$ cat src/rtl/core/huffman_code_builder_macros.svh
// assertion helpers, clocked on clock and disabled in reset
`ifndef HUFFMAN_CODE_BUILDER_MACROS_SVH
`define HUFFMAN_CODE_BUILDER_MACROS_SVH

`define HCB_ASSERT_NOW(label, cond, msg) \
   label: assert property (@(posedge clock) disable iff (reset) (cond)) else $error(msg);

`define HCB_ASSERT_NEXT(label, ante, cons, msg) \
   label: assert property (@(posedge clock) disable iff (reset) (ante) |=> (cons)) else $error(msg);

`endif

$ cat src/rtl/core/hcb_pkg.sv
package hcb_pkg;
   localparam int MAX_SYMBOLS = 64;
   localparam int NODE_COUNT  = 2 * MAX_SYMBOLS - 1;
   localparam int MERGE_DEPTH = MAX_SYMBOLS - 1;
   localparam int FREQ_W      = 20;
   localparam int WEIGHT_W    = 26;
   localparam int CODE_W      = 63;
   localparam int LEN_W       = 6;
   localparam int IDX_W       = 6;
   localparam int NODE_W      = 7;
   localparam int CNT_W       = 7;

   typedef logic [WEIGHT_W-1:0] weight_type;
   typedef logic [NODE_W-1:0]   node_type;

   typedef struct packed {
      logic load;
      logic merge;
      logic root;
      logic single;
      logic tree_rd;
      logic wr_left;
      logic wr_right;
      logic emit_rd;
      logic emit_load;
      logic emit_next;
      logic clear;
   } cmd_type;

   typedef struct packed {
      logic len_gt1;
      logic no_merges;
      logic k_zero;
      logic emit_last;
   } sts_type;
endpackage

$ cat src/rtl/core/hcb_ctrl.sv
module hcb_ctrl (
   input  logic              clock,
   input  logic              reset,
   input  logic              req_valid,
   input  logic              req_final,
   output logic              req_ready,
   output logic              rsp_valid,
   input  logic              rsp_ready,
   input  hcb_pkg::sts_type  sts,
   output hcb_pkg::cmd_type  cmd
);
   import hcb_pkg::*;

   typedef enum logic [8:0] {
      S_LOAD  = 9'b000000001,
      S_MERGE = 9'b000000010,
      S_TRD   = 9'b000000100,
      S_TWL   = 9'b000001000,
      S_TWR   = 9'b000010000,
      S_ERD   = 9'b000100000,
      S_EWAIT = 9'b001000000,
      S_EHOLD = 9'b010000000,
      S_SPARE = 9'b100000000
   } state_type;

   state_type state_ff, state_in;

   always_comb begin
      state_in = state_ff;
      cmd      = '0;
      unique case (state_ff)
         S_LOAD: begin
            if (req_valid) begin
               cmd.load = 1'b1;
               if (req_final) state_in = S_MERGE;
            end
         end
         S_MERGE: begin
            if (sts.len_gt1) begin
               cmd.merge = 1'b1;
            end else if (sts.no_merges) begin
               cmd.single = 1'b1;
               state_in   = S_ERD;
            end else begin
               cmd.root = 1'b1;
               state_in = S_TRD;
            end
         end
         S_TRD: begin
            cmd.tree_rd = 1'b1;
            state_in    = S_TWL;
         end
         S_TWL: begin
            cmd.wr_left = 1'b1;
            state_in    = S_TWR;
         end
         S_TWR: begin
            cmd.wr_right = 1'b1;
            state_in     = sts.k_zero ? S_ERD : S_TRD;
         end
         S_ERD: begin
            cmd.emit_rd = 1'b1;
            state_in    = S_EWAIT;
         end
         S_EWAIT: begin
            cmd.emit_load = 1'b1;
            state_in      = S_EHOLD;
         end
         S_EHOLD: begin
            if (rsp_ready) begin
               if (sts.emit_last) begin
                  cmd.clear = 1'b1;
                  state_in  = S_LOAD;
               end else begin
                  cmd.emit_next = 1'b1;
                  state_in      = S_ERD;
               end
            end
         end
         default: state_in = S_LOAD;
      endcase
   end

   always_ff @(posedge clock) begin
      if (reset) begin
         state_ff <= S_LOAD;
      end else begin
         state_ff <= state_in;
      end
   end

   assign req_ready = (state_ff == S_LOAD);
   assign rsp_valid = (state_ff == S_EHOLD);
endmodule

$ cat config.mk
export PLATFORM = sky130hd
export DESIGN_NAME = hcb_ctrl
export DESIGN_NICKNAME = d
export VERILOG_FILES = /design/src/rtl/core/huffman_code_builder_macros.svh /design/src/rtl/core/hcb_pkg.sv /design/src/rtl/core/hcb_ctrl.sv
export SDC_FILE = /design/constraint.sdc
export NUM_CORES = 1
export LEC_CHECK = 0
export ABC_AREA = 1
export BUFFER_PORTS_ARGS = -buffer_cell sky130_fd_sc_hd__buf_2
export CORE_MARGIN = 10
export CORE_UTILIZATION = 35
export DETAILED_ROUTE_END_ITERATION = 10
export GPL_ROUTABILITY_DRIVEN = 0
export SETUP_SLACK_MARGIN = 0.02
export SYNTH_ARGS = -nofsm -noshare
export SYNTH_HDL_FRONTEND = slang
export SYNTH_SLANG_ARGS = --single-unit
export TNS_END_PERCENT = 1
$ cat constraint.sdc
create_clock -name clock -period 1.35 [get_ports clock]
set_input_delay 0.135 -clock clock [delete_from_list [all_inputs] [get_ports clock]]
set_output_delay 0.135 -clock clock [all_outputs]
set_load 0.02 [all_outputs]
[After elaboration in Yosys (flattened, before gate mapping)]
Cells that the tools add are included.
Widths: inputs -> output; s select.
Word-level totals
  register bits: 9
  input bits: 9
  output and inout bits: 13
Operators by class
  equal/unequal tests: 12
  mux-type cells: 24
  reductions and logical operators: 1
Operators with widths (number)
  $pmux 9 s8: 1
  $mux 9: 4
  $mux 6: 3
  $mux 1: 12
  $eq 9x1->1 const B: 1
  $eq 9x2->1 const B: 1
  $eq 9x3->1 const B: 1
  $eq 9x4->1 const B: 1
  $eq 9x5->1 const B: 1
  $eq 9x6->1 const B: 1
  $eq 9x7->1 const B: 1
  $eq 9x8->1 const B: 1
  $mux 2: 3
  $ne 2x2->1 const B: 3
  $reduce_and 4->1: 1
  $mux 3: 1
  $ne 2x1->1 const B: 1

[Depth between registers and ports, before layout]
  depth in word-level cells: 3
  mapped depth: 10

[Worst setup path before layout]
OpenSTA, ideal clock, no wires.
  path type: reg-to-output
  from: register state_ff[1]
  to: output port cmd[0] in the netlist's numbering
  data arrival time: 1.137 ns
  data required time: 1.215 ns
  path slack: 0.078 ns
  cell stages (with the launch flop): 8
  path buffers: 0
  cells stage by stage: dfxtp_1 > inv_2 > nand2_4 > nor2_4 > nand2_4 > clkinv_1 > nand2_1 > nor2_1
RTL lines
  start, declared: line hcb_ctrl.sv:26  | state_type state_ff, state_in;
  start signal, assigned: line hcb_ctrl.sv:88  | state_ff <= state_in;
  end, declared: line hcb_ctrl.sv:10  | output hcb_pkg::cmd_type cmd

==> out/metrics.cfg <==
[sta]
drv_slew=0
hold_viol_final=0
fin_ws_ns=-0.0220
worst_pin_slew_ns=0.210
finalCriticalPeriod_ns=1.37
fmax_ghz=0.729
finalSetupTns_ns=-0.0708
slew_headroom=0.859
finalSetupViolCount=4
period_share=1.02
finClkSkew_ns=0.00428
rsz0062_at_grt=true

[yosys]
syn_area_per_cell_um2=6.35
ys.flop_type=dfxtp_1
yosys_warnings=0
synth_edf_count=0
synthSimpleGateAreaFrac=0.558
muxShareOfSynthArea=0
syn_nets=104
synth-compound-area-share=0.0456
synth_xor_xnor_area_share=0
ys_ff_latch=8
synth_adder_area_share=0
synthCells=95
synth_top_family_by_area=simple AND/OR/NAND/NOR gates
syn-cell-area_um2=603
synthDistinctLibCells=18
yosysSeqAreaShare=0.266
postSynth.asyncResetShare=0

[die]
io_pins=22
die_area_um2=3780
core_um2=1560
die_w_um=61.5
die_height_um=61.5
rows=14
initial_core_util=0.387

[placed_design]
io_buffers=21
post-dp-hpwl_mm=1.29

[worst_setup_path]
path_max_fanout=4
crit_chain=inv_2, nand2_4, nor2_4, nand2_4, clkinv_4, nand2_4, nor2_4, buf_6
required_ns=1.22
crit_arrival_ns=1.24
cp-start-kind=flip-flop
worstSetupPathType=reg -> out
slowest_stage=dfxtp_2
cpLargestDelayFamily=simple AND/OR/NAND/NOR gates
path_buf_inv=3
end_kind=output port
timing.critical_path.mode_cell=nand2_4
critPathMaxStageDelay_ns=0.32

[pwr]
fin_total_pwr_mw=1.32
ir_drop_mv=1.03
p_per_area_nw_per_um2=1530
p_leak_nw=0.501

[clocking]
clk_latency_ns=0.25
clockRootBuffer=clkbuf_4
clock-sinks=8
cts_tree=yes
cts_buffer_depth=2
h-tree-depth=1
numCtsBuffers=3
clk_pin_slew_ns=0.06

[layout]
largest_register_ffs=8
nets=134
n_fill_cell=146
syn_to_final_growth_pct=43.6
seq_area_um2=164
largestRegisters=state_ff: 8 flops
multi_input_area_um2=417
layout_common_cells=21 x nand2_1, 13 x buf_2, 12 x nor2_1, 12 x inv_1, 11 x buf_4
diodes=0
final_layout_size_suffix_gt1_frac=0.528
largest-register=state_ff
layout_commonest_cell=nand2_1

[detailed_routing]
via_per_inst=4.70
routed-via-count=653
ant_nets=0
drtIter0Drc=13
drt-pass1-iter-count=4
drc=0
totalWireLength_mm=1.57
post_drt_wl_per_cell_um=11.3

[outcome]
violations=negative setup slack
status=complete, but fails checks

[job]
drv_cap=0

[global_route]
grt_max_degree=8
grtUsageTotal=0.0885
grt_pass1_vias=632
grt_pass1_wl_mm=2.56
gr-total-overflow=0
grt_antenna_before_repair=0

[min_path]
min_path_type=in -> reg

[area by class of cell]
cell class / instances / share of cell area
flip-flops and latches: 8 / 0.189
multi-input cells: 66 / 0.481
well taps: 16 / 0.0231
clock buffers: 3 / 0.0260
inverters: 21 / 0.0968
repair buffers: 25 / 0.184
[synth_stat cells, types with 2 or more instances]
| master | number | area, um2 |
|---|---|---|
| a21oi_1 | 2 | 10.0 |
| nand3_2 | 2 | 20.0 |
| inv_2 | 8 | 30.0 |
| o22ai_1 | 2 | 12.5 |
| nand3_1 | 2 | 10.0 |
| nand2_1 | 25 | 93.8 |
| nor2_1 | 15 | 56.3 |
| nor2_4 | 3 | 33.8 |
| dfxtp_1 | 8 | 160 |
| nor3_1 | 3 | 15.0 |
| nand2_4 | 5 | 56.3 |
| nand2_2 | 2 | 12.5 |
| nor2_2 | 2 | 12.5 |
| inv_1 | 12 | 45.0 |
[where the power goes]
group / leakage, nW / switching [mW] / total (mW) / internal [mW]
Sequential: 0.0658 / 0.0283 / 0.310 / 0.282
Clock: 0.0138 / 0.0776 / 0.179 / 0.102
Combinational: 0.421 / 0.514 / 0.833 / 0.318
Total: 0.501 / 0.620 / 1.32 / 0.701
[what timing repair did]
item                       in CTS  in global routing
setup endpoints to repair      11                 17
pin swaps                       5                  5
resized for setup              16                 12
buffers inserted                3                  1
hold buffers                    0                  0
[metal layers]
| layer | vias to the layer above | GRT usage | wire [um] |
|---|---|---|---|
| met5 | - | 0 | 0 |
| met4 | 0 | 0.0478 | 30 |
| met3 | 2 | 0.0350 | 160 |
| met2 | 31 | 0.133 | 679 |
| met1 | 282 | 0.105 | 697 |
| li1 | 338 | - | - |
[path summary, 6_finish.rpt]
check | start | end | slack [ns] | cells past startpoint
worst min-delay path | reset | state_ff[3]$_SDFFE_PP0P_ | 0.15 | 2
worst min register to register | state_ff[2]$_SDFFE_PP0P_ | state_ff[3]$_SDFFE_PP0P_ | 0.60 | 4
worst max register to register | state_ff[0]$_SDFFE_PP1P_ | state_ff[5]$_SDFFE_PP0P_ | 0.09 | 9
worst max-delay path | state_ff[0]$_SDFFE_PP1P_ | cmd[0] | -0.02 | 8
[worst reg2reg max path, cell delays in order (launching register included)]
cell	delay [ns]
dfxtp_2	0.32
inv_2	0.07
nand2_4	0.06
nor2_4	0.15
nand2_4	0.09
buf_4	0.16
nor2_4	0.11
nor2_4	0.07
o21ai_1	0.07
nor2_1	0.05
[logic make-up (layout without fill, tap and decap cells)]
logic type,count (synthesis),in the layout
AND/OR/NAND/NOR,61,61
buffers and inverters,21,49
flip-flops,8,8
AO/OA/AOI/OAI,5,5
[per-stage QoR]
stage | utilization | hold slack [ns] | cells | worst slack (ns) | area, um2
after floorplan | - | 0.204 | 95 | 0.0777 | 603
after global placement | 0.467 | 0.419 | 132 | 0.158 | 728
after detailed placement | 0.467 | 0.418 | 132 | 0.153 | 728
after CTS | 0.527 | 0.148 | 138 | -0.0682 | 822
after global routing | 0.555 | 0.170 | 139 | -0.112 | 866
final | 0.555 | 0.155 | 139 | -0.0220 | 866
No activity file was read; power rests on OpenSTA's default activity.
